--- src/sv/vrt_pkg.sv ---
// Package for the voxel ray traversal core: result kinds, state codes, result type.
// No dependencies.
package vrt_pkg;

    localparam logic [31:0] T_INF = 32'hFFFF_FFFF;

    typedef enum logic [1:0] {
        KIND_QUERY = 2'd0,
        KIND_HIT   = 2'd1,
        KIND_MISS  = 2'd2,
        KIND_IDLE  = 2'd3
    } kind_t;

    typedef enum logic [8:0] {
        ST_IDLE = 9'b000000001,
        ST_SQ   = 9'b000000010,
        ST_SQRT = 9'b000000100,
        ST_DSET = 9'b000001000,
        ST_DIV  = 9'b000010000,
        ST_MUL  = 9'b000100000,
        ST_ADV  = 9'b001000000,
        ST_WALK = 9'b010000000,
        ST_EMIT = 9'b100000000
    } state_t;

    typedef struct packed {
        kind_t            kind;
        logic [2:0][15:0] place;
        logic [2:0][15:0] voxel;
    } res_t;

endpackage

--- src/sv/voxel_ray_traversal_core.sv ---
// Voxel ray traversal core: ray setup (norm, square root, reciprocal spacing) and
// grid walk on one shared multiplier, root/divide stepper and walk step.
// Depends on vrt_pkg.
// A start item runs the squares, the root, a divide and a multiply per axis, then the
// walk; a non-solid reply advances a cell and walks on. The 32-step root and divide
// iterations are the longest part of the setup; one item is worked at a time.
// Reset (rst_n low, async): no active ray, max_reach = 8.0, output empty.
module voxel_ray_traversal_core #(
    parameter int HEIGHT_LIMIT = 256
) (
    input  logic         clk,
    input  logic         rst_n,
    input  logic         s_tvalid,
    output logic         s_tready,
    // origin_x, origin_y, origin_z, dir_x, dir_y, dir_z, block_solid, 7 zero bits
    input  logic [151:0] s_tdata,
    // mode
    input  logic         s_tuser,
    output logic         m_tvalid,
    input  logic         m_tready,
    // cell_x, cell_y, cell_z, place_x, place_y, place_z
    output logic [95:0]  m_tdata,
    // kind
    output logic [1:0]   m_tuser,
    input  logic         psel,
    input  logic         penable,
    input  logic         pwrite,
    input  logic [2:0]   paddr,
    input  logic [31:0]  pwdata,
    output logic [31:0]  prdata,
    output logic         pready
);

    vrt_pkg::state_t state_reg, state_next;
    logic [30:0] max_reach_reg;
    logic active_reg, active_next;
    logic [2:0][15:0] cur_reg, cur_next, prev_reg, prev_next, frac_reg, frac_next;
    logic [2:0][1:0] sign_reg, sign_next;
    logic [2:0][16:0] mag_reg, mag_next;
    logic [2:0][31:0] nc_reg, nc_next, sp_reg, sp_next;
    logic [31:0] trav_reg, trav_next;
    logic [1:0] axis_reg, axis_next;
    logic [4:0] cnt_reg, cnt_next;
    logic [31:0] s_reg, s_next, root_reg, root_next, q_reg, q_next;
    logic [33:0] rem_reg, rem_next;
    logic [16:0] drem_reg, drem_next;
    vrt_pkg::res_t res_reg, res_next, out_reg, out_next;
    logic out_valid_reg, out_valid_next;

    logic [16:0] mul_a;
    logic [31:0] mul_b;
    logic [48:0] mul_p;
    logic [35:0] sq_sh, sq_trial;
    logic [17:0] dv_sh;
    logic [1:0] adv_axis;
    logic [32:0] adv_sum, pr_hi;
    logic [16:0] cross_dist;
    logic [2:0][15:0] in_dir;
    logic in_acc;

    assign pready = 1'b1;
    assign prdata = paddr[2] ? 32'd0 : {1'b0, max_reach_reg};

    always_ff @(posedge clk or negedge rst_n)
    begin
        if (!rst_n)
        begin
            max_reach_reg <= 31'd524288;
        end
        else if (psel && penable && pwrite && !paddr[2])
        begin
            max_reach_reg <= pwdata[30:0];
        end
    end

    assign s_tready = (state_reg == vrt_pkg::ST_IDLE);
    assign in_acc   = s_tvalid && s_tready;
    assign m_tvalid = out_valid_reg;
    assign m_tuser  = out_reg.kind;
    assign m_tdata  = {out_reg.place, out_reg.voxel};
    assign in_dir   = s_tdata[143:96];

    assign mul_p = mul_a * mul_b;

    always_comb
    begin
        if (state_reg == vrt_pkg::ST_SQ)
        begin
            mul_a = mag_reg[axis_reg];
            mul_b = {15'd0, mag_reg[axis_reg]};
        end
        else
        begin
            mul_a = cross_dist;
            mul_b = sp_reg[axis_reg];
        end
    end

    assign cross_dist = (sign_reg[axis_reg] == 2'b01) ? (17'h10000 - {1'b0, frac_reg[axis_reg]})
                                                      : {1'b0, frac_reg[axis_reg]};
    assign pr_hi    = mul_p[48:16];
    assign sq_sh    = {rem_reg, s_reg[31:30]};
    assign sq_trial = {2'b00, root_reg, 2'b01};
    assign dv_sh    = {drem_reg, q_reg[31]};

    always_comb
    begin
        if (nc_reg[0] < nc_reg[1])
        begin
            adv_axis = (nc_reg[0] < nc_reg[2]) ? 2'd0 : 2'd2;
        end
        else
        begin
            adv_axis = (nc_reg[1] < nc_reg[2]) ? 2'd1 : 2'd2;
        end
    end
    assign adv_sum = {1'b0, nc_reg[adv_axis]} + {1'b0, sp_reg[adv_axis]};

    always_comb
    begin
        state_next     = state_reg;
        active_next    = active_reg;
        cur_next       = cur_reg;
        prev_next      = prev_reg;
        frac_next      = frac_reg;
        sign_next      = sign_reg;
        mag_next       = mag_reg;
        nc_next        = nc_reg;
        sp_next        = sp_reg;
        trav_next      = trav_reg;
        axis_next      = axis_reg;
        cnt_next       = cnt_reg;
        s_next         = s_reg;
        root_next      = root_reg;
        rem_next       = rem_reg;
        q_next         = q_reg;
        drem_next      = drem_reg;
        res_next       = res_reg;
        out_next       = out_reg;
        out_valid_next = out_valid_reg;

        if (out_valid_reg && m_tready)
        begin
            out_valid_next = 1'b0;
        end

        unique case (state_reg)
            vrt_pkg::ST_IDLE:
            begin
                if (in_acc)
                begin
                    res_next  = '0;
                    state_next = vrt_pkg::ST_EMIT;
                    if (!s_tuser)
                    begin
                        active_next = 1'b0;
                        for (int a = 0; a < 3; a++)
                        begin
                            sign_next[a] = (in_dir[a] == 16'd0) ? 2'b00 :
                                           (in_dir[a][15] ? 2'b11 : 2'b01);
                            mag_next[a]  = in_dir[a][15] ? (17'h10000 - {1'b0, in_dir[a]})
                                                         : {1'b0, in_dir[a]};
                        end
                        if (in_dir == '0)
                        begin
                            res_next.kind = vrt_pkg::KIND_MISS;
                        end
                        else
                        begin
                            for (int a = 0; a < 3; a++)
                            begin
                                cur_next[a]  = s_tdata[32*a+16 +: 16];
                                frac_next[a] = s_tdata[32*a +: 16];
                            end
                            prev_next  = cur_next;
                            s_next     = '0;
                            axis_next  = 2'd0;
                            state_next = vrt_pkg::ST_SQ;
                        end
                    end
                    else if (!active_reg)
                    begin
                        res_next.kind = vrt_pkg::KIND_IDLE;
                    end
                    else if (s_tdata[144])
                    begin
                        active_next    = 1'b0;
                        res_next.kind  = vrt_pkg::KIND_HIT;
                        res_next.voxel = cur_reg;
                        res_next.place = prev_reg;
                    end
                    else
                    begin
                        state_next = vrt_pkg::ST_ADV;
                    end
                end
            end
            vrt_pkg::ST_SQ:
            begin
                s_next = s_reg + mul_p[31:0];
                if (axis_reg == 2'd2)
                begin
                    rem_next   = '0;
                    root_next  = '0;
                    cnt_next   = 5'd31;
                    state_next = vrt_pkg::ST_SQRT;
                end
                else
                begin
                    axis_next = axis_reg + 2'd1;
                end
            end
            vrt_pkg::ST_SQRT:
            begin
                s_next = {s_reg[29:0], 2'b00};
                if (sq_sh >= sq_trial)
                begin
                    rem_next  = 34'(sq_sh - sq_trial);
                    root_next = {root_reg[30:0], 1'b1};
                end
                else
                begin
                    rem_next  = sq_sh[33:0];
                    root_next = {root_reg[30:0], 1'b0};
                end
                cnt_next = cnt_reg - 5'd1;
                if (cnt_reg == 5'd0)
                begin
                    axis_next  = 2'd0;
                    state_next = vrt_pkg::ST_DSET;
                end
            end
            vrt_pkg::ST_DSET:
            begin
                if (mag_reg[axis_reg] == 17'd0)
                begin
                    sp_next[axis_reg] = vrt_pkg::T_INF;
                    nc_next[axis_reg] = vrt_pkg::T_INF;
                    if (axis_reg == 2'd2)
                    begin
                        axis_next  = 2'd0;
                        state_next = vrt_pkg::ST_MUL;
                    end
                    else
                    begin
                        axis_next = axis_reg + 2'd1;
                    end
                end
                else
                begin
                    q_next     = root_reg;
                    drem_next  = '0;
                    cnt_next   = 5'd31;
                    state_next = vrt_pkg::ST_DIV;
                end
            end
            vrt_pkg::ST_DIV:
            begin
                if (dv_sh >= {1'b0, mag_reg[axis_reg]})
                begin
                    drem_next = 17'(dv_sh - {1'b0, mag_reg[axis_reg]});
                    q_next    = {q_reg[30:0], 1'b1};
                end
                else
                begin
                    drem_next = dv_sh[16:0];
                    q_next    = {q_reg[30:0], 1'b0};
                end
                cnt_next = cnt_reg - 5'd1;
                if (cnt_reg == 5'd0)
                begin
                    sp_next[axis_reg] = q_next;
                    if (axis_reg == 2'd2)
                    begin
                        axis_next  = 2'd0;
                        state_next = vrt_pkg::ST_MUL;
                    end
                    else
                    begin
                        axis_next  = axis_reg + 2'd1;
                        state_next = vrt_pkg::ST_DSET;
                    end
                end
            end
            vrt_pkg::ST_MUL:
            begin
                if (mag_reg[axis_reg] != 17'd0)
                begin
                    nc_next[axis_reg] = pr_hi[32] ? vrt_pkg::T_INF : pr_hi[31:0];
                end
                if (axis_reg == 2'd2)
                begin
                    trav_next  = '0;
                    state_next = vrt_pkg::ST_WALK;
                end
                else
                begin
                    axis_next = axis_reg + 2'd1;
                end
            end
            vrt_pkg::ST_ADV, vrt_pkg::ST_WALK:
            begin
                if (state_reg == vrt_pkg::ST_WALK && trav_reg > {1'b0, max_reach_reg})
                begin
                    active_next   = 1'b0;
                    res_next      = '0;
                    res_next.kind = vrt_pkg::KIND_MISS;
                    state_next    = vrt_pkg::ST_EMIT;
                end
                else if (state_reg == vrt_pkg::ST_WALK && cur_reg[1] < 16'(HEIGHT_LIMIT))
                begin
                    active_next    = 1'b1;
                    res_next       = '0;
                    res_next.kind  = vrt_pkg::KIND_QUERY;
                    res_next.voxel = cur_reg;
                    state_next     = vrt_pkg::ST_EMIT;
                end
                else
                begin
                    prev_next          = cur_reg;
                    cur_next[adv_axis] = cur_reg[adv_axis]
                                       + {{14{sign_reg[adv_axis][1]}}, sign_reg[adv_axis]};
                    trav_next          = nc_reg[adv_axis];
                    nc_next[adv_axis]  = adv_sum[32] ? vrt_pkg::T_INF : adv_sum[31:0];
                    state_next         = vrt_pkg::ST_WALK;
                end
            end
            vrt_pkg::ST_EMIT:
            begin
                if (!out_valid_reg || m_tready)
                begin
                    out_next       = res_reg;
                    out_valid_next = 1'b1;
                    state_next     = vrt_pkg::ST_IDLE;
                end
            end
            default:
            begin
                state_next = vrt_pkg::ST_IDLE;
            end
        endcase
    end

    always_ff @(posedge clk or negedge rst_n)
    begin
        if (!rst_n)
        begin
            state_reg     <= vrt_pkg::ST_IDLE;
            active_reg    <= 1'b0;
            out_valid_reg <= 1'b0;
        end
        else
        begin
            state_reg     <= state_next;
            active_reg    <= active_next;
            out_valid_reg <= out_valid_next;
        end
    end

    always_ff @(posedge clk)
    begin
        cur_reg  <= cur_next;
        prev_reg <= prev_next;
        frac_reg <= frac_next;
        sign_reg <= sign_next;
        mag_reg  <= mag_next;
        nc_reg   <= nc_next;
        sp_reg   <= sp_next;
        trav_reg <= trav_next;
        axis_reg <= axis_next;
        cnt_reg  <= cnt_next;
        s_reg    <= s_next;
        root_reg <= root_next;
        rem_reg  <= rem_next;
        q_reg    <= q_next;
        drem_reg <= drem_next;
        res_reg  <= res_next;
        out_reg  <= out_next;
    end

    a_div_nonzero: assert property (@(posedge clk) disable iff (!rst_n)
        (state_reg == vrt_pkg::ST_DIV) |-> (mag_reg[axis_reg] != 17'd0))
        else $error("divide step with zero divisor");

    a_miss_clear: assert property (@(posedge clk) disable iff (!rst_n)
        (m_tvalid && m_tuser == vrt_pkg::KIND_MISS) |-> (m_tdata == '0))
        else $error("miss item carries cell data");

    a_setup_inactive: assert property (@(posedge clk) disable iff (!rst_n)
        (state_reg == vrt_pkg::ST_SQRT || state_reg == vrt_pkg::ST_DIV) |-> !active_reg)
        else $error("ray active during setup");

endmodule

--- config.mk ---
export PLATFORM = sky130hd
export DESIGN_NAME = voxel_ray_traversal_core
export DESIGN_NICKNAME = d
export VERILOG_FILES = /design/src/sv/vrt_pkg.sv /design/src/sv/voxel_ray_traversal_core.sv
export SDC_FILE = /design/constraint.sdc
export NUM_CORES = 2
export LEC_CHECK = 0
export ABC_CLOCK_PERIOD_IN_PS = 11250
export BUFFER_PORTS_ARGS = -buffer_cell sky130_fd_sc_hd__buf_2
export CAP_MARGIN = 25
export CORE_MARGIN = 2
export CORE_UTILIZATION = 24
export CTS_CLUSTER_SIZE = 14
export DETAILED_ROUTE_END_ITERATION = 8
export GPL_ROUTABILITY_DRIVEN = 0
export PLACE_DENSITY = 0.41
export SLEW_MARGIN = 20
export SYNTH_ARGS = -nofsm -noshare
export SYNTH_HDL_FRONTEND = slang
export SYNTH_SLANG_ARGS = --single-unit
--- constraint.sdc ---
create_clock -name clk -period 11.25 [get_ports clk]
set_clock_uncertainty 0.05 [all_clocks]
set_input_delay 2.8125 -clock clk [delete_from_list [all_inputs] [get_ports clk]]
set_output_delay 2.8125 -clock clk [all_outputs]
set_load 0.02 [all_outputs]
==> flow_metrics.py <==
metrics = {
    "worst_setup_path": {
        "critPathMaxStageDelay_ns": 0.56,
        "crit_path_frequent_cell": "fa_1",
        "worst_ep_required_time_ns": 11.69,
        "critPathTopFamily": "adder cells",
        "cpMaxStageDelayCell": "fa_1",
        "crit_arrival_ns": 11.26,
        "end_kind": "register",
        "cp_num_buf_inv": 7,
        "start_kind": "register",
        "cp_max_fo": 20,
        "criticalPathCategory": "register to register",
    },
    "floorplanning": {
        "ios": 328,
        "start_util": 0.241,
        "rows": 187,
        "core_region_area_um2": 259000,
        "fp.dieH_um": 515,
        "die_x_um": 515,
        "die-area_um2": 265000,
    },
    "global_route": {
        "grt-ovfl-total": 0,
        "grt_use_met2": 0.259,
        "grt_max_degree": 92,
        "top_usage_layer": "met2",
        "antenna_found_initial": 11,
        "grt_pass1_vias": 49000,
        "met1_usage": 0.231,
        "grt_use_met3": 0.0191,
        "grt_pass1_wl_um": 325000,
        "grt_usage": 0.163,
    },
    "logic_synthesis": {
        "synth-seq-area-share": 0.389,
        "synthFlopType": "edfxtp_1",
        "synth_edf_count": 775,
        "yosys_register_bits": 817,
        "ys_async_sr_fraction": 0.0514,
        "yosys-top-cells-area": "edfxtp_1, fa_1, ha_1",
        "syn_inst": 6415,
        "syn-cell-area_um2": 62600,
        "synth.distinct_cells": 99,
        "yosysTopAreaCell": "edfxtp_1",
        "yosys_warnings": 0,
        "netlist.area_leader.share": 0.372,
        "avgSynthCellArea_um2": 9.76,
    },
    "run": {
        "maxCapViolations": 0,
    },
    "routing": {
        "route.detailed.drc": 0,
        "viasPerCell": 4.69,
        "drtIter0Drc": 3585,
        "vias": 48000,
        "ant_nets": 0,
        "wl_per_cell_um": 21.4,
        "first_pass_iters": 5,
        "totalWireLength_um": 219000,
    },
    "placed_design": {
        "port_buffers": 315,
        "dpl_cell_area_um2": 69200,
        "place_inst": 10100,
        "dp_hpwl_um": 168000,
    },
    "clock_tree": {
        "clock-sinks": 817,
        "cts.path.max_buffers": 3,
        "insertion_delay_ns": 0.75,
        "cts_root_buf": "clkbuf_16",
        "cts.htree.levels": 3,
        "cts_tree": "done",
        "ctsHoldBuffers": 0,
        "path_clk_slew_ns": 0.06,
        "cts_buffers": 95,
    },
    "layout": {
        "fillCellCount": 27500,
        "final_cell_mix": "edfxtp_1, nor2_1, nand2_1, inv_1, fa_1",
        "fin_nets": 7787,
        "drive_gt1_frac": 0.122,
        "syn_to_final_growth_pct": 15.8,
        "largest_register_ffs": 98,
        "fin_cells": 10200,
        "utilization": 0.279,
        "final_common_cell": "edfxtp_1",
        "final_cell_area_um2": 72500,
    },
    "sta": {
        "setup_viol": 0,
        "slew_headroom": 0.283,
        "period_needed_ns": 10.82,
        "rsz0062_at_grt": "false",
        "tightest_slew_ns": 1.08,
        "fmax_mhz": 92.4,
        "slew_violations": 0,
        "period_share": 0.962,
        "final.setup.tns_ns": 0,
        "hold_viol": 0,
    },
    "min_path": {
        "hold_path_class": "register to register",
    },
    "outcome": {
        "status": "complete, no violations",
    },
}
==> synthesized netlist by cell type (12+ instances only) <==
| master | instances |
|---|---|
| o22ai_1 | 97 |
| and3_1 | 19 |
| o21bai_1 | 20 |
| a21oi_1 | 351 |
| o21a_1 | 47 |
| or3_1 | 22 |
| a22o_1 | 46 |
| xor2_1 | 67 |
| edfxtp_1 | 775 |
| fa_1 | 453 |
| ha_1 | 384 |
| mux2i_1 | 85 |
| a211oi_1 | 37 |
| inv_1 | 747 |
| mux2_2 | 35 |
| o31ai_1 | 20 |
| a21o_1 | 100 |
| and2_1 | 88 |
| nand4_1 | 46 |
| o221ai_1 | 33 |
| a31oi_1 | 32 |
| nor2b_1 | 82 |
| nor2_1 | 782 |
| buf_2 | 60 |
| a221oi_1 | 28 |
| nand3_1 | 52 |
| xnor2_1 | 140 |
| nand2b_1 | 57 |
| a221o_1 | 12 |
| o21ai_1 | 47 |
| clkbuf_1 | 206 |
| dfrtp_1 | 40 |
| o21ai_0 | 241 |
| nor3_1 | 155 |
| buf_1 | 36 |
| nor4_1 | 15 |
| nand2_1 | 765 |
| o41ai_1 | 12 |
| o211ai_1 | 16 |
==> final timing paths <==
path                                           startpoint                       endpoint  slack [ns]  cells past startpoint
min in group asynchronous                           rst_n  max_reach_reg[28]$_DFFE_PN0P_        1.97                      1
worst min-delay path            res_reg[83]$_SDFFCE_PP0P_          m_tdata[83]$_DFFE_PP_        0.37                      0
max in group asynchronous                           rst_n  max_reach_reg[19]$_DFFE_PN1P_        8.58                      2
worst max register to register   state_reg[6]$_DFFE_PN0P_        s_reg[31]$_SDFFCE_PN0P_        0.43                     39
worst min register to register  res_reg[83]$_SDFFCE_PP0P_          m_tdata[83]$_DFFE_PP_        0.37                      0
worst max-delay path             state_reg[6]$_DFFE_PN0P_        s_reg[31]$_SDFFCE_PN0P_        0.43                     39
==> worst register-to-register path: cells and delay by family, from the launching register on <==
kind	cells	cell delay (ns)
AOI/OAI and AO/OA	12	2.50
and+or+nand+nor	10	2.45
DFF	1	0.40
xor gates and xnor gates	2	0.42
adders and majority gates	8	3.69
buffers and inverters	7	1.06
==> layout make-up <==
class / count / area [um2] / area share
diodes: 4 / 10.0 / 0.000138
clock inverters: 54 / 601 / 0.00828
inverters: 748 / 2810 / 0.0387
well taps: 3402 / 4260 / 0.0587
flip-flops and latches: 817 / 24300 / 0.336
multi-input cells: 4541 / 34500 / 0.476
clock buffers: 116 / 2480 / 0.0342
repair buffers: 552 / 3520 / 0.0485
==> stage by stage <==
step	worst slack, ns	hold WS, ns
2_1_floorplan	0.316	0.350
3_3_place_gp	0.000734	0.353
3_5_place_dp	0.0510	0.355
4_1_cts	0.0105	0.368
5_1_grt	0.00583	0.376
6_report	0.429	0.366
==> kinds of logic after synthesis <==
family | synth area share
AOI/OAI and AO/OA | 0.124
xor gates and xnor gates | 0.0295
other | 0.000120
adders and majority gates | 0.222
muxes | 0.0199
DFF | 0.389
buffers and inverters | 0.0656
and+or+nand+nor | 0.151
==> timing repair <==
| item | 4_1_cts | 5_1_grt |
|---|---|---|
| buffers inserted | 0 | 2 |
| endpoints found under the setup margin | 0 | 24 |
| gates resized for setup | 0 | 23 |
==> layer usage <==
metal | part of all wire | wire length [um]
met1 | 0.47 | 103000
met2 | 0.45 | 98600
met3 | 0.052 | 11500
met4 | 0.028 | 6080
met5 | 0.000050 | 11
Power is left out: the tool's default activity adds up to more than one toggle a clock period on the data nets, which glitch-free logic cannot reach.
